--- src/sv/qtpag_pkg.sv ---
`timescale 1ns / 1ps

package qtpag_pkg;

    // Fixed field widths of the pixel and result words, the dimension registers and the APB port
    localparam int BYTE_W     = 8;
    localparam int ADDR_W     = 26;
    localparam int CFG_DIM_W  = 13;
    localparam int APB_ADDR_W = 4;
    localparam int APB_DATA_W = 32;

    // Register map: index = paddr[3:2]
    typedef enum logic [1:0] {
        REG_WIDTH  = 2'd0,
        REG_HEIGHT = 2'd1,
        REG_MODE   = 2'd2
    } reg_idx_t;

    // Rotation direction
    typedef enum logic {
        TURN_90  = 1'b0,
        TURN_270 = 1'b1
    } turn_t;

    // One pixel as it travels through the block
    typedef struct packed {
        logic [BYTE_W-1:0] byte2;
        logic [BYTE_W-1:0] byte1;
        logic [BYTE_W-1:0] byte0;
    } pixel_t;

    localparam int PIXEL_W = $bits(pixel_t);

endpackage

--- src/sv/qtpag_if.sv ---
`timescale 1ns / 1ps

// Incoming pixel channel
interface qtpag_pixel_if
    import qtpag_pkg::*;
();
    logic              valid;
    logic              ready;
    logic [BYTE_W-1:0] pixel_byte0;
    logic [BYTE_W-1:0] pixel_byte1;
    logic [BYTE_W-1:0] pixel_byte2;

    modport src (output valid, pixel_byte0, pixel_byte1, pixel_byte2, input ready);
    modport snk (input valid, pixel_byte0, pixel_byte1, pixel_byte2, output ready);
endinterface

// Outgoing address channel
interface qtpag_result_if
    import qtpag_pkg::*;
();
    logic              valid;
    logic              ready;
    logic [ADDR_W-1:0] dest_address;
    logic [BYTE_W-1:0] out_byte0;
    logic [BYTE_W-1:0] out_byte1;
    logic [BYTE_W-1:0] out_byte2;
    logic              frame_last;

    modport src (output valid, dest_address, out_byte0, out_byte1, out_byte2, frame_last,
                 input ready);
    modport snk (input valid, dest_address, out_byte0, out_byte1, out_byte2, frame_last,
                 output ready);
endinterface

--- src/sv/qtpag_front.sv ---
`timescale 1ns / 1ps

module qtpag_front
    import qtpag_pkg::*;
#(
    parameter  int MAX_DIM = 4096,
    localparam int DIM_W   = $clog2(MAX_DIM + 1),
    localparam int CNT_W   = $clog2(MAX_DIM),
    localparam int TERM_W  = DIM_W + 2,
    localparam int ENTRY_W = DIM_W + TERM_W + 1 + PIXEL_W
)
(
    input  logic                clk,
    input  logic                rst_n,
    input  logic                clear,
    input  logic [DIM_W-1:0]    eff_width,
    input  logic [DIM_W-1:0]    eff_height,
    input  turn_t               mode,
    qtpag_pixel_if.snk          pixel,
    input  logic                space,
    output logic                push,
    output logic [ENTRY_W-1:0]  push_data
);

    logic [CNT_W-1:0]  col_reg, col_next;
    logic [CNT_W-1:0]  row_reg, row_next;
    logic              accept;
    logic [DIM_W-1:0]  col_ext, row_ext;
    logic              last_col, last;
    logic [DIM_W-1:0]  factor, row_idx;
    logic [TERM_W-1:0] row_term;
    pixel_t            pix;

    assign pixel.ready = space;
    assign accept      = pixel.valid && space;
    assign push        = accept;

    // Position flags
    assign col_ext  = DIM_W'(col_reg);
    assign row_ext  = DIM_W'(row_reg);
    assign last_col = (col_ext + DIM_W'(1)) == eff_width;
    assign last     = last_col && ((row_ext + DIM_W'(1)) == eff_height);

    // Destination row and column index for the chosen direction
    always_comb
    begin
        case (mode)
            TURN_90:
            begin
                factor  = eff_width - DIM_W'(1) - col_ext;
                row_idx = row_ext;
            end
            TURN_270:
            begin
                factor  = col_ext;
                row_idx = eff_height - DIM_W'(1) - row_ext;
            end
            default:
            begin
                factor  = col_ext;
                row_idx = row_ext;
            end
        endcase
    end

    // row * 3 as shift and add
    assign row_term = TERM_W'({row_idx, 1'b0}) + TERM_W'(row_idx);

    assign pix.byte0 = pixel.pixel_byte0;
    assign pix.byte1 = pixel.pixel_byte1;
    assign pix.byte2 = pixel.pixel_byte2;
    assign push_data = {factor, row_term, last, pix};

    // Raster counters
    always_comb
    begin
        col_next = col_reg;
        row_next = row_reg;
        if (clear)
        begin
            col_next = '0;
            row_next = '0;
        end
        else if (accept)
        begin
            if (last)
            begin
                col_next = '0;
                row_next = '0;
            end
            else if (last_col)
            begin
                col_next = '0;
                row_next = row_reg + CNT_W'(1);
            end
            else
            begin
                col_next = col_reg + CNT_W'(1);
            end
        end
    end

    always_ff @(posedge clk or negedge rst_n)
    begin
        if (!rst_n)
        begin
            col_reg <= '0;
            row_reg <= '0;
        end
        else
        begin
            col_reg <= col_next;
            row_reg <= row_next;
        end
    end

    a_col_in_frame: assert property (@(posedge clk) disable iff (!rst_n)
        DIM_W'(col_reg) < eff_width)
        else $error("column counter outside the frame");

    a_clear_restarts: assert property (@(posedge clk) disable iff (!rst_n)
        clear |=> (col_reg == '0) && (row_reg == '0))
        else $error("dimension write did not restart the frame");

    a_last_wraps: assert property (@(posedge clk) disable iff (!rst_n)
        (accept && last) |=> (col_reg == '0) && (row_reg == '0))
        else $error("counters did not wrap after the last pixel");

endmodule

--- src/sv/qtpag_fifo.sv ---
`timescale 1ns / 1ps

module qtpag_fifo
#(
    parameter int W = 8
)
(
    input  logic         clk,
    input  logic         rst_n,
    input  logic         push,
    input  logic [W-1:0] push_data,
    output logic         space,
    input  logic         pop,
    output logic         out_valid,
    output logic [W-1:0] out_data
);

    localparam int DEPTH = 2;
    localparam int PTR_W = $clog2(DEPTH);
    localparam int CNT_W = $clog2(DEPTH + 1);

    logic [W-1:0]     mem [DEPTH];
    logic [PTR_W-1:0] wr_ptr_reg, rd_ptr_reg;
    logic [CNT_W-1:0] count_reg, count_next;

    assign space     = count_reg < CNT_W'(DEPTH);
    assign out_valid = count_reg != '0;
    assign out_data  = mem[rd_ptr_reg];

    // Storage
    always_ff @(posedge clk)
    begin
        if (push)
        begin
            mem[wr_ptr_reg] <= push_data;
        end
    end

    // Occupancy
    always_comb
    begin
        count_next = count_reg;
        if (push && !pop)
        begin
            count_next = count_reg + CNT_W'(1);
        end
        else if (pop && !push)
        begin
            count_next = count_reg - CNT_W'(1);
        end
    end

    always_ff @(posedge clk or negedge rst_n)
    begin
        if (!rst_n)
        begin
            wr_ptr_reg <= '0;
            rd_ptr_reg <= '0;
            count_reg  <= '0;
        end
        else
        begin
            if (push)
            begin
                wr_ptr_reg <= wr_ptr_reg + PTR_W'(1);
            end
            if (pop)
            begin
                rd_ptr_reg <= rd_ptr_reg + PTR_W'(1);
            end
            count_reg <= count_next;
        end
    end

    a_no_overflow: assert property (@(posedge clk) disable iff (!rst_n)
        push |-> space)
        else $error("push into a full queue");

    a_no_underflow: assert property (@(posedge clk) disable iff (!rst_n)
        pop |-> out_valid)
        else $error("pop from an empty queue");

    a_count_bound: assert property (@(posedge clk) disable iff (!rst_n)
        count_reg <= CNT_W'(DEPTH))
        else $error("queue count beyond depth");

endmodule

--- src/sv/qtpag_back.sv ---
`timescale 1ns / 1ps

module qtpag_back
    import qtpag_pkg::*;
#(
    parameter  int MAX_DIM  = 4096,
    localparam int DIM_W    = $clog2(MAX_DIM + 1),
    localparam int TERM_W   = DIM_W + 2,
    localparam int STRIDE_W = $clog2(3 * MAX_DIM + 4),
    localparam int ENTRY_W  = DIM_W + TERM_W + 1 + PIXEL_W,
    localparam int PROD_W   = DIM_W + STRIDE_W + 1
)
(
    input  logic                clk,
    input  logic                rst_n,
    input  logic [STRIDE_W-1:0] stride,
    input  logic                in_valid,
    input  logic [ENTRY_W-1:0]  in_data,
    output logic                pop,
    qtpag_result_if.src         result
);

    logic [DIM_W-1:0]  factor;
    logic [TERM_W-1:0] row_term;
    logic              last;
    pixel_t            pix;
    logic [PROD_W-1:0] addr_full;
    logic              take;

    logic              valid_reg;
    logic [ADDR_W-1:0] addr_reg;
    pixel_t            pix_reg;
    logic              last_reg;

    assign {factor, row_term, last, pix} = in_data;

    // Row offset times stride plus byte column
    assign addr_full = PROD_W'(factor) * PROD_W'(stride) + PROD_W'(row_term);

    // Output register frees when empty or when its word is taken
    assign take = !valid_reg || result.ready;
    assign pop  = in_valid && take;

    always_ff @(posedge clk or negedge rst_n)
    begin
        if (!rst_n)
        begin
            valid_reg <= 1'b0;
        end
        else if (take)
        begin
            valid_reg <= in_valid;
        end
    end

    always_ff @(posedge clk)
    begin
        if (pop)
        begin
            addr_reg <= ADDR_W'(addr_full);
            pix_reg  <= pix;
            last_reg <= last;
        end
    end

    assign result.valid        = valid_reg;
    assign result.dest_address = addr_reg;
    assign result.out_byte0    = pix_reg.byte0;
    assign result.out_byte1    = pix_reg.byte1;
    assign result.out_byte2    = pix_reg.byte2;
    assign result.frame_last   = last_reg;

    a_pop_fills: assert property (@(posedge clk) disable iff (!rst_n)
        pop |=> valid_reg)
        else $error("popped word not loaded into output");

    a_stall_no_pop: assert property (@(posedge clk) disable iff (!rst_n)
        (valid_reg && !result.ready) |-> !pop)
        else $error("pop while output stalled");

    a_drain: assert property (@(posedge clk) disable iff (!rst_n)
        (valid_reg && result.ready && !in_valid) |=> !valid_reg)
        else $error("output stayed valid after its word left");

endmodule

--- src/sv/quarter_turn_pixel_address_gen.sv ---
`timescale 1ns / 1ps
// An accepted pixel is registered in the queue and then in the back stage output register.
// Throughput: one pixel per cycle unless stalled; back stage does one multiply-add per cycle.
// A two-word queue between the counter front end and the multiply back end absorbs stalls.
// Reset (rst_n low, asynchronous): counters to zero, width and height to 1,
// mode to rotate90, queue and output register empty.

module quarter_turn_pixel_address_gen
    import qtpag_pkg::*;
#(
    parameter int MAX_DIM = 4096
)
(
    input  logic                  clk,
    input  logic                  rst_n,
    input  logic                  psel,
    input  logic                  penable,
    input  logic                  pwrite,
    input  logic [APB_ADDR_W-1:0] paddr,
    input  logic [APB_DATA_W-1:0] pwdata,
    output logic [APB_DATA_W-1:0] prdata,
    output logic                  pready,
    qtpag_pixel_if.snk            pixel,
    qtpag_result_if.src           result
);

    localparam int DIM_W    = $clog2(MAX_DIM + 1);
    localparam int TERM_W   = DIM_W + 2;
    localparam int STRIDE_W = $clog2(3 * MAX_DIM + 4);
    localparam int ENTRY_W  = DIM_W + TERM_W + 1 + PIXEL_W;

    logic [CFG_DIM_W-1:0] width_reg, width_next;
    logic [CFG_DIM_W-1:0] height_reg, height_next;
    turn_t                mode_reg, mode_next;
    logic                 cfg_wr;
    logic                 clear;
    reg_idx_t             reg_idx;

    logic [DIM_W-1:0]     eff_width, eff_height;
    logic [STRIDE_W-1:0]  stride_raw, stride;

    logic                 push, space, q_valid, pop;
    logic [ENTRY_W-1:0]   push_data, q_data;

    // Clamp a dimension register to 1..MAX_DIM
    function automatic logic [DIM_W-1:0] clamp_dim(input logic [CFG_DIM_W-1:0] v);
        logic [DIM_W-1:0] r;
        if (v == '0)
        begin
            r = DIM_W'(1);
        end
        else if (32'(v) > 32'(MAX_DIM))
        begin
            r = DIM_W'(MAX_DIM);
        end
        else
        begin
            r = DIM_W'(v);
        end
        return r;
    endfunction

    // APB register file
    assign pready  = 1'b1;
    assign cfg_wr  = psel && penable && pwrite && pready;
    assign reg_idx = reg_idx_t'(paddr[3:2]);

    always_comb
    begin
        width_next  = width_reg;
        height_next = height_reg;
        mode_next   = mode_reg;
        clear       = 1'b0;
        if (cfg_wr)
        begin
            case (reg_idx)
                REG_WIDTH:
                begin
                    width_next = pwdata[CFG_DIM_W-1:0];
                    clear      = 1'b1;
                end
                REG_HEIGHT:
                begin
                    height_next = pwdata[CFG_DIM_W-1:0];
                    clear       = 1'b1;
                end
                REG_MODE:
                begin
                    mode_next = turn_t'(pwdata[0]);
                end
                default:
                begin
                end
            endcase
        end
    end

    always_ff @(posedge clk or negedge rst_n)
    begin
        if (!rst_n)
        begin
            width_reg  <= CFG_DIM_W'(1);
            height_reg <= CFG_DIM_W'(1);
            mode_reg   <= TURN_90;
        end
        else
        begin
            width_reg  <= width_next;
            height_reg <= height_next;
            mode_reg   <= mode_next;
        end
    end

    // Read back
    always_comb
    begin
        case (reg_idx)
            REG_WIDTH:  prdata = APB_DATA_W'(width_reg);
            REG_HEIGHT: prdata = APB_DATA_W'(height_reg);
            REG_MODE:   prdata = APB_DATA_W'(mode_reg);
            default:    prdata = '0;
        endcase
    end

    // Effective dimensions and padded destination stride
    assign eff_width  = clamp_dim(width_reg);
    assign eff_height = clamp_dim(height_reg);
    assign stride_raw = STRIDE_W'({eff_height, 1'b0}) + STRIDE_W'(eff_height) + STRIDE_W'(3);
    assign stride     = {stride_raw[STRIDE_W-1:2], 2'b00};

    qtpag_front #(.MAX_DIM(MAX_DIM)) u_front (
        .clk        (clk),
        .rst_n      (rst_n),
        .clear      (clear),
        .eff_width  (eff_width),
        .eff_height (eff_height),
        .mode       (mode_reg),
        .pixel      (pixel),
        .space      (space),
        .push       (push),
        .push_data  (push_data)
    );

    qtpag_fifo #(.W(ENTRY_W)) u_fifo (
        .clk        (clk),
        .rst_n      (rst_n),
        .push       (push),
        .push_data  (push_data),
        .space      (space),
        .pop        (pop),
        .out_valid  (q_valid),
        .out_data   (q_data)
    );

    qtpag_back #(.MAX_DIM(MAX_DIM)) u_back (
        .clk        (clk),
        .rst_n      (rst_n),
        .stride     (stride),
        .in_valid   (q_valid),
        .in_data    (q_data),
        .pop        (pop),
        .result     (result)
    );

endmodule
--- src/flat_wrapper.sv ---
// flat-port wrapper written by rule: the top's interface ports become plain ports
module quarter_turn_pixel_address_gen_flat import qtpag_pkg::*;
#(
    parameter int MAX_DIM = 4096
)
  (clk, rst_n, psel, penable, pwrite, paddr, pwdata, prdata, pready, pixel_valid, pixel_pixel_byte0, pixel_pixel_byte1, pixel_pixel_byte2, pixel_ready, result_valid, result_dest_address, result_out_byte0, result_out_byte1, result_out_byte2, result_frame_last, result_ready);
  qtpag_pixel_if pixel_i ();
  qtpag_result_if result_i ();
  input  logic clk;
  input  logic rst_n;
  input  logic psel;
  input  logic penable;
  input  logic pwrite;
  input  logic [APB_ADDR_W-1:0] paddr;
  input  logic [APB_DATA_W-1:0] pwdata;
  output logic [APB_DATA_W-1:0] prdata;
  output logic pready;
  input wire logic [$bits(pixel_i.valid)-1:0] pixel_valid;
  input wire logic [$bits(pixel_i.pixel_byte0)-1:0] pixel_pixel_byte0;
  input wire logic [$bits(pixel_i.pixel_byte1)-1:0] pixel_pixel_byte1;
  input wire logic [$bits(pixel_i.pixel_byte2)-1:0] pixel_pixel_byte2;
  output wire logic [$bits(pixel_i.ready)-1:0] pixel_ready;
  output wire logic [$bits(result_i.valid)-1:0] result_valid;
  output wire logic [$bits(result_i.dest_address)-1:0] result_dest_address;
  output wire logic [$bits(result_i.out_byte0)-1:0] result_out_byte0;
  output wire logic [$bits(result_i.out_byte1)-1:0] result_out_byte1;
  output wire logic [$bits(result_i.out_byte2)-1:0] result_out_byte2;
  output wire logic [$bits(result_i.frame_last)-1:0] result_frame_last;
  input wire logic [$bits(result_i.ready)-1:0] result_ready;
  assign pixel_i.valid = pixel_valid;
  assign pixel_i.pixel_byte0 = pixel_pixel_byte0;
  assign pixel_i.pixel_byte1 = pixel_pixel_byte1;
  assign pixel_i.pixel_byte2 = pixel_pixel_byte2;
  assign pixel_ready = pixel_i.ready;
  assign result_valid = result_i.valid;
  assign result_dest_address = result_i.dest_address;
  assign result_out_byte0 = result_i.out_byte0;
  assign result_out_byte1 = result_i.out_byte1;
  assign result_out_byte2 = result_i.out_byte2;
  assign result_frame_last = result_i.frame_last;
  assign result_i.ready = result_ready;
  quarter_turn_pixel_address_gen #(.MAX_DIM(MAX_DIM)) u_core (.clk(clk), .rst_n(rst_n), .psel(psel), .penable(penable), .pwrite(pwrite), .paddr(paddr), .pwdata(pwdata), .prdata(prdata), .pready(pready), .pixel(pixel_i), .result(result_i));
endmodule
--- config.mk ---
export PLATFORM = sky130hd
export DESIGN_NAME = quarter_turn_pixel_address_gen_flat
export DESIGN_NICKNAME = d
export VERILOG_FILES = /design/src/sv/qtpag_pkg.sv /design/src/sv/qtpag_if.sv /design/src/sv/qtpag_front.sv /design/src/sv/qtpag_fifo.sv /design/src/sv/qtpag_back.sv /design/src/sv/quarter_turn_pixel_address_gen.sv /design/src/flat_wrapper.sv
export SDC_FILE = /design/constraint.sdc
export NUM_CORES = 1
export LEC_CHECK = 0
export ABC_AREA = 1
export BUFFER_PORTS_ARGS = -buffer_cell sky130_fd_sc_hd__buf_2
export CAP_MARGIN = 10
export CORE_MARGIN = 8
export CORE_UTILIZATION = 50
export DETAILED_ROUTE_END_ITERATION = 10
export PLACE_DENSITY = 0.69
export SLEW_MARGIN = 20
export SYNTH_ARGS = -nofsm -noshare
export SYNTH_HDL_FRONTEND = slang
export SYNTH_SLANG_ARGS = --single-unit
export TNS_END_PERCENT = 1
--- constraint.sdc ---
create_clock -name clk -period 9.4 [get_ports clk]
set_clock_uncertainty 0.2 [all_clocks]
set_input_delay 1.88 -clock clk [delete_from_list [all_inputs] [get_ports clk]]
set_output_delay 1.88 -clock clk [all_outputs]
set_load 0.02 [all_outputs]
==> run summary, run 1 <==
Dividing the synthesized area by the synthesized cell count gives 8.06 um^2. Across all setup checks in the final design, the least slack found is 0.485 ns. The initial antenna violation count is 0, and the minimum clock period is 8.91 ns. The destination of the worst hold path was u_core.u_fifo.count_reg[0]$_DFFE_PN0P_. The flip-flop and latch count after synthesis works out to 213. Including well taps, the total number of placed cells is 2777. The register with the most flip-flops in the layout has 106 of them. The most common cell after layout, fill and taps aside was sky130_fd_sc_hd__nand2_1. The peak fanout along the critical path was 11.

More flip-flops sit in one register than any other, and that register is u_core.u_fifo.mem. The type of the worst setup path is reg -> reg. The number of pins exceeding their max-slew limit in the final report was 0. The parity-gate share of the synthesized area counting xor and xnor cells came out at 2.93%.

The number of antenna diodes in the final layout is 0. The total area inside the core boundary comes to 35500 um^2. The remaining routing DRC violations came out at 0. The final HPWL from detailed placement was 35100 um; the final standard cell count with taps included and fillers excluded was 2819. The flow ran to the end, and the final reports show no timing, DRC or antenna violations. For this run, the number of Yosys warnings is 0.

The worst pin sits at a relative slew slack of 26.9%. Measured against the total synthesized area, the mux share comes to 0%. The worst register-to-register path has a setup slack of 0.49 ns. Leaving out fill and tap cells, the most frequent cells in the layout are sky130_fd_sc_hd__nand2_1, sky130_fd_sc_hd__inv_1, sky130_fd_sc_hd__nor2_1. The number of distinct standard cells referenced by the synthesized netlist came out at 54. After filler insertion, the fill cell instance count of the layout stands at 3243. STA classifies the critical path endpoint as a register. The slowest cell on the critical path is sky130_fd_sc_hd__dfrtp_1. Detailed routing inserted a total of 14900 vias.

The stage delay of the slowest cell on the critical path is 0.54 ns. For the worst setup path, the data arrival time is 9.00 ns. The clock drives 213 sinks.

At the placement stage, the worst setup path has a slack of 0.485 ns. In the finished design, the share of the clock period the worst path needs comes to 94.8%. Across the run, the number of max-cap violations was 0. At the end of routability-driven placement, the weighted congestion stood at 0.921. The chip width was 206 um; the floorplan die area was 42200 um^2.

Measured along the y axis, the die boundary spans 206 um. For the worst setup path, the data required time is 9.49 ns. Adding up every negative setup slack in the final design gives 0 ns. Static timing analysis puts the maximum clock frequency at 112 MHz.

The routed length per placed instance is 15.8 um. After synthesis the cells add up to 18000 um^2. The average via count per standard cell was 5.28.

Hold repair after CTS inserted 0 buffers. The launch point of the worst reg-to-reg path was u_core.height_reg[12]$_DFFE_PN0P_. The fraction of the mapped netlist area in adder cells works out to 21.1%. The share of the Yosys chip area taken by registers is 34.1%. The area growth from synthesis to layout is 9.84%. The tools report the start point of the worst min-delay path as u_core.u_fifo.count_reg[0]$_DFFE_PN0P_. Counting stages on the worst path, the most repeated cell is sky130_fd_sc_hd__nand2_1.

The number of buffers added on ports is 111. The transition time at the pin with the least slew margin works out to 1.09 ns. Row count: 69.

In this run the deepest clock path goes through 3 buffers. The logs give 1 for the number of H-tree levels and 0 for the setup-violating endpoint count in the final report. After synthesis, the largest family of logic cells by area is simple AND/OR/NAND/NOR gates. The final hold violation count was 0; the share of the synthesized area in compound gates (AO/OA/AOI/OAI) was 7.09%. The area occupied by multi-input gates was 10200 um^2. TritonCTS built the clock tree. The clock transition at the registers of the reported paths is 0.06 ns, and the number of buffers created by CTS is 24. The logs give 0 for the remaining number of nets flagged by the antenna check after routing and 72900 um for the global-route wire length before repair. Number of cell instances on the worst register-to-register path: 41. In this run the worst hold path is classified as reg -> reg. The ratio of cells with drive above 1 in the final layout is 9.97%, and the area taken by flip-flops and latches is 6120 um^2. For this design the top-level I/O count stands at 153. The tools report the largest net degree at the start of global routing as 57. The clock reaches the later pin of the worst-skew pair after 0.53 ns. The run gives 0 as the remaining global-route overflow. The number of global-route vias before repair was 14600; the net count reported at finish was 2644.

In this run, the number of DRC markers left after iteration 0 of detailed routing was 789. The cell sitting at the root of the clock tree is a sky130_fd_sc_hd__clkbuf_16. The cell depth of the worst hold path came out at 1.

STA classifies the critical path startpoint as a register. The sum of routed wire length over all layers came out at 44600 um. Of the total synthesized cell area, the portion taken by AND, OR, NAND and NOR gates is 25.0%. The logs give 50.6% for the starting utilization of the core area and 5 for the iteration count of the initial detailed-routing pass. Setup repair after global routing left no endpoint under its margin. The worst register-to-register path ends at u_core.u_back.result.dest_address[24]$_DFFE_PP_. In the global route stage, overall resource usage came out at 21.1%.

Synthesis produced a netlist whose cell count is 2230.
cell usage after synthesis (all sizes together):
library cell	count	share of area (%)
dfstp	2	0.29
buf	33	1.4
nand3b	10	0.51
a21oi	84	2.3
clkbuf	27	0.56
nor3	13	0.39
o211ai	2	0.084
o21bai	7	0.36
and2	1	0.035
conb	2	0.042
o22ai	30	1.0
ha	122	8.5
a211oi	2	0.084
inv	374	7.8
dfrtp	54	7.5
nand2	640	14
or2	10	0.35
a21o	4	0.17
xor2	46	2.4
nor2	219	5.0
fa	113	13
o2111ai	1	0.049
o221ai	1	0.049
nand4	33	1.2
edfxtp	157	26
nand3	130	3.7
xnor2	11	0.54
nor4	1	0.035
a21boi	1	0.042
clkinv	2	0.049
a31oi	6	0.21
o21ai	92	2.7
worst max-delay path by stage:
stage | startpoint | end | slack, ns
5_1_grt | u_core.height_reg[0]$_DFFE_PN1P_ | u_core.u_back.result.dest_address[24]$_DFFE_PP_ | 0.004
6_report | u_core.height_reg[12]$_DFFE_PN0P_ | u_core.u_back.result.dest_address[24]$_DFFE_PP_ | 0.49
2_1_floorplan | u_core.height_reg[0]$_DFFE_PN1P_ | u_core.u_back.result.dest_address[24]$_DFFE_PP_ | 1.33
3_3_place_gp | u_core.height_reg[0]$_DFFE_PN1P_ | u_core.u_back.result.dest_address[24]$_DFFE_PP_ | 0.62
3_5_place_dp | u_core.height_reg[0]$_DFFE_PN1P_ | u_core.u_back.result.dest_address[24]$_DFFE_PP_ | 0.49
4_1_cts | u_core.height_reg[0]$_DFFE_PN1P_ | u_core.u_back.result.dest_address[24]$_DFFE_PP_ | 0.47
cells by family (layout without fill, tap and decap cells):
| logic type | after synthesis | count (layout) |
|---|---|---|
| compound gates | 230 | 230 |
| xor+xnor | 57 | 57 |
| fa+ha+maj | 235 | 235 |
| buf+inv | 436 | 546 |
| flops | 213 | 213 |
| other cells | 2 | 20 |
| simple gates | 1057 | 1057 |
routing by layer:
metal  vias to the layer above  global-route usage (%)  part of all wire (%)
met5                         -                       0                     0
met2                       423                    36.4                    49
li1                       7306                       -                     -
met1                      7070                    27.6                    43
met3                        89                    2.82                   5.5
met4                         0                    5.72                   2.4
worst max-delay path: cells and delay by family, from the launching register on:
family                     cells  cell delay [ns]
buffers and inverters          6             0.55
adders and majority gates      8             3.58
DFF                            1             0.54
and+or+nand+nor               23             3.19
AOI/OAI and AO/OA              3             0.51
xor gates and xnor gates       1             0.09
stage by stage:
stage	hold slack [ns]	utilization [%]	area, um^2
floorplan	0.246	-	18000
global placement	0.260	53.5	19000
detailed placement	0.264	53.5	19000
CTS	0.276	55.6	19700
global route	0.299	55.6	19700
finish	0.273	55.6	19700
area by class of cell:
class / instances / area share, %
Clock buffer: 30 / 3.16
Clock inverter: 12 / 0.660
Inverter: 376 / 7.17
Multi-Input combinational cell: 1599 / 51.6
Sequential cell: 213 / 31.0
Tap cell: 461 / 2.92
Timing Repair Buffer: 128 / 3.46
timing repair:
item	in CTS	in global routing
resized for setup	0	1
endpoints found under the setup margin	0	1
buffers inserted	0	0
Power of run 1 is left out: the tool's default activity adds up to more than one toggle a clock period on the data nets, which glitch-free logic cannot reach.
==> run 2, diff against run 1 <==
ABC_AREA = 0   (was 1)
CAP_MARGIN = unset   (was 10)
SKIP_LAST_GASP = 1   (was unset)
==> run summary, run 2 <==
The tools report the total via count after detailed routing as 12600 (was 14900). The run gives 64100 um (was 72900 um) as the global-route wire length before repair. The clock network latency to the later pin of the worst-skew pair was 0.52 ns (was 0.53 ns); the clock transition at the registers of the reported paths was 0.06 ns (about the same). The run gives 30500 um (was 35100 um) as the final HPWL from detailed placement.

The slowest cell on the critical path was sky130_fd_sc_hd__fa_1 (was sky130_fd_sc_hd__dfrtp_1). The CTS sink count was 213 (unchanged); the layout overhead on the synthesized area was 12.0% (was 9.84%). The routed length per placed instance is 16.9 um (was 15.8 um). The run gives 0 (unchanged) as the initial antenna violation count. The run gives 0 (unchanged) as the remaining routing DRC violations. The average via count per standard cell came out at 5.44 (was 5.28).

The share of flip-flops with an asynchronous set or reset is 26.3% (unchanged), and the number of buffers created by CTS is 24 (unchanged). Worst reg2reg path endpoint: u_core.u_back.result.dest_address[25]$_DFFE_PP_ (was u_core.u_back.result.dest_address[24]$_DFFE_PP_). Sum of routed wire length over all layers: 39100 um (was 44600 um).

For the number of design-rule violations left by the first detailed-router iteration, the log shows 697 (was 789). The kind of cell adding the most delay to the critical path is adder cells (unchanged). The endpoint arrival time on the critical path was 9.01 ns (was 9.00 ns); the stage delay of the slowest cell on the critical path was 0.54 ns (about the same). The count of hold-fix buffers inserted at cts is 0 (unchanged). Number of buffers and inverters on the critical path: 4 (was 6). Most common cell after layout, fill and taps aside: sky130_fd_sc_hd__inv_1 (was sky130_fd_sc_hd__nand2_1). The flip-flop and latch count after synthesis came out at 213 (unchanged). The run gives 1732 (was 2230) as the synthesized instance count. The final antenna diode count was 0 (unchanged); the cell depth of the worst hold path was 2 (was 1). Commonest non-fill, non-tap cells in the layout: sky130_fd_sc_hd__inv_1, sky130_fd_sc_hd__nand2_1, sky130_fd_sc_hd__edfxtp_1 (was sky130_fd_sc_hd__nand2_1, sky130_fd_sc_hd__inv_1, sky130_fd_sc_hd__nor2_1).

The weighted congestion at the end of routability-driven global placement came out at 0.923 (was 0.921). Number of pins exceeding their max-slew limit in the final report: 0 (unchanged). The start point of the worst min-delay path was u_core.u_fifo.count_reg[1]$_DFFE_PN0P_ (was u_core.u_fifo.count_reg[0]$_DFFE_PN0P_). The fraction of post-synthesis cell area in the top cell type by area is 26.9% (was 26.2%), and the floorplan core area is 34500 um^2 (was 35500 um^2). The run gives 3 (unchanged) as the maximum clock path buffer count. The remaining global-route overflow is 0 (unchanged), and the minimum clock period is 8.97 ns (was 8.91 ns). Register-to-register setup slack: 0.43 ns (was 0.49 ns). The type of the worst setup path was reg -> reg (unchanged). The tools report the launch point of the worst reg-to-reg path as u_core.height_reg[2]$_DFFE_PN0P_ (was u_core.height_reg[12]$_DFFE_PN0P_). For the maximum clock frequency, the log shows 111 MHz (was 112 MHz).

The logs give 0 (unchanged) for the remaining number of nets flagged by the antenna check after routing and 17500 um^2 (was 18000 um^2) for the area of the mapped netlist. The peak fanout along the critical path was 12 (was 11). The tools report the nature of the critical path endpoint as a register (unchanged). The number of distinct standard cells referenced by the synthesized netlist came out at 77 (was 54). The cell taking the most area after synthesis was sky130_fd_sc_hd__edfxtp_1 (unchanged).

The net count reported at finish came out at 2147 (was 2644). The relative slew slack is 44.3% (was 26.9%). The number of flip-flops under the largest register name is 106 (unchanged).

The share of the clock period used by the worst path after layout came out at 95.4% (was 94.8%). Most numerous cell in the Yosys netlist: sky130_fd_sc_hd__inv_1 (was sky130_fd_sc_hd__nand2_1). The vertical die dimension was 203 um (was 206 um); the number of fill cells in the layout was 3039 (was 3243). The tools report the cell chosen for the clock root as sky130_fd_sc_hd__clkbuf_16 (unchanged). The tools report the global-route usage over all layers as 18.7% (was 21.1%). The run gives 5 (unchanged) as the iteration count of the initial detailed-routing pass.

The number of buffers added on ports was 111 (unchanged); the floorplan die area was 41200 um^2 (was 42200 um^2). The number of cell instances on the worst register-to-register path is 32 (was 41), and the reported max-cap violation count is 0 (unchanged). The chip width was 203 um (was 206 um). The register with the highest flop count was u_core.u_fifo.mem (unchanged). Critical path startpoint category: a register (unchanged). The required time at the worst-slack endpoint came out at 9.44 ns (was 9.49 ns). Synth area leaders: sky130_fd_sc_hd__edfxtp_1, sky130_fd_sc_hd__fa_1, sky130_fd_sc_hd__ha_1 (was sky130_fd_sc_hd__edfxtp_1, sky130_fd_sc_hd__nand2_1, sky130_fd_sc_hd__fa_1).

For the total cell area at the placement stage, the log shows 18600 um^2 (was 19000 um^2). For the final instance area, the log shows 19600 um^2 (was 19700 um^2). The ratio of cells with drive above 1 in the final layout works out to 16.7% (was 9.97%).

The largest net degree at the start of global routing is 57 (unchanged). The run finished with clean final reports. TritonCTS built the clock tree.

The mean area per synthesized cell works out to 10.1 um^2 (was 8.06 um^2). The prevailing post-synth register cell is sky130_fd_sc_hd__edfxtp_1 (unchanged). Most frequent cell on the critical path: sky130_fd_sc_hd__fa_1 (was sky130_fd_sc_hd__nand2_1). For the number of I/O pins, the log shows 153 (unchanged). The destination of the worst hold path is u_core.u_back.result.valid$_DFFE_PN0N_ (was u_core.u_fifo.count_reg[0]$_DFFE_PN0P_).

The run gives 35.0% (was 34.1%) as the share of the yosys chip area belonging to registers. The run gives 68 (was 69) as the row count. The type of the tightest min-delay check is reg -> reg (unchanged). The transition time at the pin with the least slew margin came out at 0.836 ns (was 1.09 ns).

Most frequent cells after synthesis: sky130_fd_sc_hd__inv_1, sky130_fd_sc_hd__nand2_1, sky130_fd_sc_hd__edfxtp_1 (was sky130_fd_sc_hd__nand2_1, sky130_fd_sc_hd__inv_1, sky130_fd_sc_hd__nor2_1). The setup-violating endpoint count in the final report is 0 (unchanged). The starting utilization of the core area is 50.7% (was 50.6%), and the count of synthesis-stage warnings from yosys is 0 (unchanged). The number of H-tree levels was 1 (unchanged). The number of global-route vias before repair was 13000 (was 14600); the number of enable flip-flop cells after synthesis was 157 (unchanged).

The final hold violation count came out at 0 (unchanged).
[run 2: cell count changes after synthesis, moves of 24 or more]
cell and delta:
sky130_fd_sc_hd__a21oi_1 -34, sky130_fd_sc_hd__nor2b_1 +24, sky130_fd_sc_hd__nor2_1 -74, sky130_fd_sc_hd__o22ai_1 -30
sky130_fd_sc_hd__xnor2_1 +76, sky130_fd_sc_hd__inv_1 -168, sky130_fd_sc_hd__mux2_2 +82, sky130_fd_sc_hd__and2_1 +36
sky130_fd_sc_hd__nand3_1 -105, sky130_fd_sc_hd__nand2_1 -437, sky130_fd_sc_hd__mux2i_1 +27
[run 2: cells by family after synthesis]
logic type,synth area share [%]
xor gates and xnor gates,6.16
and+or+nand+nor,13.9
muxes,6.97
other,0.0429
DFF,35.0
adders and majority gates,21.8
AOI/OAI and AO/OA,9.57
buffers and inverters,6.57
[run 2: through the flow]
step | utilization [%] | hold WS [ns] | setup slack (ns) | TNS (ns) | cells
after floorplan | - | 0.252 | 0.542 | 0 | 1750
after global placement | 53.8 | 0.270 | 0.266 | 0 | 2272
after detailed placement | 53.8 | 0.303 | 0.147 | 0 | 2272
after CTS | 56.3 | 0.316 | 0.102 | 0 | 2316
after global routing | 56.7 | 0.343 | -0.00815 | -0.00815 | 2318
final | 56.7 | 0.307 | 0.431 | 0 | 2318
[run 2: tightest hold or removal path, stage by stage (launching register included)]
cell and delay, ns:
sky130_fd_sc_hd__dfrtp_1 0.37, sky130_fd_sc_hd__nor2_1 0.05, sky130_fd_sc_hd__nand2_1 0.05
[run 2: worst max-delay path by stage]
stage | start | endpoint | slack, ns | depth (start not counted)
final | u_core.height_reg[2]$_DFFE_PN0P_ | u_core.u_back.result.dest_address[25]$_DFFE_PP_ | 0.43 | 32
after global routing | u_core.height_reg[4]$_DFFE_PN0P_ | u_core.u_back.result.dest_address[25]$_DFFE_PP_ | -0.008 | 33
after CTS | u_core.height_reg[2]$_DFFE_PN0P_ | u_core.u_back.result.dest_address[25]$_DFFE_PP_ | 0.10 | 32
after detailed placement | u_core.height_reg[2]$_DFFE_PN0P_ | u_core.u_back.result.dest_address[25]$_DFFE_PP_ | 0.15 | 32
after global placement | u_core.height_reg[4]$_DFFE_PN0P_ | u_core.u_back.result.dest_address[25]$_DFFE_PP_ | 0.27 | 33
after floorplan | u_core.height_reg[4]$_DFFE_PN0P_ | u_core.u_back.result.dest_address[25]$_DFFE_PP_ | 0.54 | 35
[run 2: timing repair]
| item | in CTS | in global routing |
|---|---|---|
| resized for setup | 0 | 17 |
| setup buffers | 0 | 2 |
| setup endpoints to repair | 0 | 7 |
[run 2: layer usage]
metal / GRT usage [%] / vias up / share of wire [%]
met5: 0 / - / 0
met3: 2.44 / 74 / 4.5
li1: - / 6115 / -
met4: 5.36 / 0 / 2.5
met2: 32.4 / 336 / 48
met1: 24.2 / 6088 / 45
[run 2: area by class of cell]
class | instances | area (um^2) | area share [%]
Tap cell | 455 | 569 | 2.91
Multi-Input combinational cell | 1255 | 10400 | 53.3
Inverter | 200 | 751 | 3.83
Clock buffer | 29 | 641 | 3.27
Sequential cell | 213 | 6120 | 31.2
Clock inverter | 15 | 221 | 1.13
Timing Repair Buffer | 151 | 856 | 4.37
Power of run 2 is left out for the same reason.
==> run 3, diff against run 2 <==
clock period = 11.66 ns   (was 9.4 ns; I/O delays follow)
==> run summary, run 3 (synthesized netlist as in run 2, its figures left out) <==
The maximum clock path buffer count came out at 3 (unchanged). Number of flip-flops under the largest register name: 106 (unchanged). The slowest cell on the critical path was sky130_fd_sc_hd__xnor2_1 (was sky130_fd_sc_hd__fa_1). The floorplan core area is 34500 um^2 (unchanged), and the net count reported at finish is 2116 (was 2147).

The run gives 153 (unchanged) as the number of I/O pins. Minimum clock period: 10.28 ns (was 8.97 ns). Nature of the critical path endpoint: a register (unchanged). The run gives 0 (unchanged) as the remaining global-route overflow. Number of design-rule violations left by the first detailed-router iteration: 648 (was 697). The starting utilization of the core area was 50.7% (unchanged); the wire length on met1 was 17700 um (about the same). The iteration count of the initial detailed-routing pass is 5 (unchanged).

The final hold violation count was 0 (unchanged); the remaining routing DRC violations was 0 (unchanged). The share of the clock period used by the worst path after layout was 88.2% (was 95.4%). The average via count per standard cell was 5.43 (was 5.44); the number of buffers and inverters on the critical path was 3 (was 4). The clock transition at the registers of the reported paths works out to 0.06 ns (about the same).

Type of the worst setup path: reg -> reg (unchanged). The kind of cell adding the most delay to the critical path is adder cells (unchanged). The vertical die dimension is 203 um (unchanged). The final HPWL from detailed placement is 29800 um (was 30500 um). For the met2 wirelength from detailed routing, the log shows 18300 um (was 18700 um).

Global-route wire length before repair: 64000 um (was 64100 um). For the total via count after detailed routing, the log shows 12400 (was 12600). The logs give 41200 um^2 (unchanged) for the floorplan die area and 10.31 ns (was 9.01 ns) for the endpoint arrival time on the critical path. The initial antenna violation count was 0 (unchanged); the number of buffers added on ports was 111 (unchanged).

TritonCTS built the clock tree. For the weighted congestion at the end of routability-driven global placement, the log shows 0.909 (was 0.923). The post-layout utilization of the core was 55.6% (was 56.7%); the reported max-cap violation count was 0 (unchanged). The ratio of cells with drive above 1 in the final layout came out at 14.8% (was 16.7%). The tools report the critical path startpoint category as a register (unchanged).

The routed length per placed instance was 17.0 um (was 16.9 um); the accumulated negative setup slack was 0 ns (unchanged). The count of hold-fix buffers inserted at cts is 0 (unchanged). The logs give 68 (unchanged) for the row count and 0 (unchanged) for the post-CTS setup buffer count. The number of pins exceeding their max-slew limit in the final report is 0 (unchanged), and the CTS sink count is 213 (unchanged). Met3 wire length: 1770 um (was 1780 um). Setup repair after global routing left no endpoint under its margin. The number of cell instances on the worst register-to-register path works out to 31 (was 32). The tools report the final antenna diode count as 0 (unchanged). The type of the tightest min-delay check was reg -> reg (unchanged). The transition time at the pin with the least slew margin works out to 1.14 ns (was 0.836 ns). The number of gates resized after CTS was 0 (unchanged). The sum of routed wire length over all layers was 38900 um (was 39100 um); the number of cells on the critical path was 31 (was 32).

The remaining number of nets flagged by the antenna check after routing was 0 (unchanged); the number of H-tree levels was 1 (unchanged). The number of fill cells in the layout came out at 3058 (was 3039). The peak fanout along the critical path came out at 19 (was 12). The relative slew slack was 23.4% (was 44.3%).

Most common cell after layout, fill and taps aside: sky130_fd_sc_hd__inv_1 (unchanged). The logs give 12700 (was 13000) for the number of global-route vias before repair and 10300 um^2 (was 10400 um^2) for the area occupied by multi-input gates. Commonest non-fill, non-tap cells in the layout: sky130_fd_sc_hd__inv_1, sky130_fd_sc_hd__nand2_1, sky130_fd_sc_hd__edfxtp_1 (unchanged).

Global-route usage over all layers: 18.7% (about the same). Clock network latency to the later pin of the worst-skew pair: 0.53 ns (was 0.52 ns). The layout overhead on the synthesized area was 9.85% (was 12.0%).

The stage delay of the slowest cell on the critical path was 0.88 ns (was 0.54 ns). The cell depth of the worst hold path is 1 (was 2), and the register-to-register setup slack is 1.38 ns (was 0.43 ns). The number of buffers created by CTS is 25 (was 24), and the required time at the worst-slack endpoint is 11.69 ns (was 9.44 ns).

The run gives 64 (was 57) as the largest net degree at the start of global routing. The flow ran to the end, and the final reports show no timing, DRC or antenna violations. Chip width: 203 um (unchanged). For the area taken by flip-flops and latches, the log shows 6120 um^2 (unchanged). The cell chosen for the clock root is sky130_fd_sc_hd__clkbuf_16 (unchanged). The register with the highest flop count was u_core.u_fifo.mem (unchanged). The maximum clock frequency is 97.3 MHz (was 111 MHz), and the setup-violating endpoint count in the final report is 0 (unchanged).

Uppermost signal routing layer after detailed routing: met4 (unchanged).
==> run 3: worst paths after layout <==
| kind | to | from |
|---|---|---|
| setup / recovery | u_core.u_back.result.dest_address[25]$_DFFE_PP_ | u_core.height_reg[12]$_DFFE_PN0P_ |
| hold / removal | u_core.u_fifo.rd_ptr_reg$_DFFE_PN0P_ | u_core.u_fifo.rd_ptr_reg$_DFFE_PN0P_ |
| hold reg to reg | u_core.u_fifo.rd_ptr_reg$_DFFE_PN0P_ | u_core.u_fifo.rd_ptr_reg$_DFFE_PN0P_ |
| max in group asynchronous | u_core.u_fifo.rd_ptr_reg$_DFFE_PN0P_ | rst_n |
| setup reg to reg | u_core.u_back.result.dest_address[25]$_DFFE_PP_ | u_core.height_reg[12]$_DFFE_PN0P_ |
| min in group asynchronous | u_core.u_fifo.count_reg[0]$_DFFE_PN0P_ | rst_n |
==> run 3: routing by layer <==
metal | vias up | track usage [%]
met1 | 6001 | 24.7
met2 | 315 | 31.9
met4 | 0 | 5.39
met5 | - | 0
li1 | 6041 | -
met3 | 64 | 2.47
==> run 3: final cells by class <==
| cell class | instances | area share (%) |
|---|---|---|
| clock inverter | 18 | 1.02 |
| inverter | 200 | 3.91 |
| tap | 455 | 2.96 |
| multi-input combinational | 1255 | 53.7 |
| sequential | 213 | 31.8 |
| clock buffer | 28 | 3.37 |
| timing repair buffer | 119 | 3.20 |
==> run 3: worst register-to-register path: cells and delay by family, from the launching register on <==
family | cells | cell delay, ns
compound gates | 12 | 2.63
buf+inv | 3 | 0.15
flops | 1 | 0.61
simple gates | 5 | 1.55
xor+xnor | 3 | 1.18
fa+ha+maj | 8 | 3.64
==> run 3: metrics by stage <==
| step | cells | instance area (um^2) | worst slack, ns | hold slack (ns) |
|---|---|---|---|---|
| after detailed placement | 2242 | 18400 | 1.41 | 0.265 |
| after global placement | 2242 | 18400 | 1.69 | 0.256 |
| after CTS | 2288 | 19200 | 1.39 | 0.277 |
| final | 2288 | 19200 | 1.38 | 0.270 |
| after floorplan | 1750 | 17600 | 2.80 | 0.252 |
| after global routing | 2288 | 19200 | 0.880 | 0.287 |
Power of run 3 is left out for the same reason.
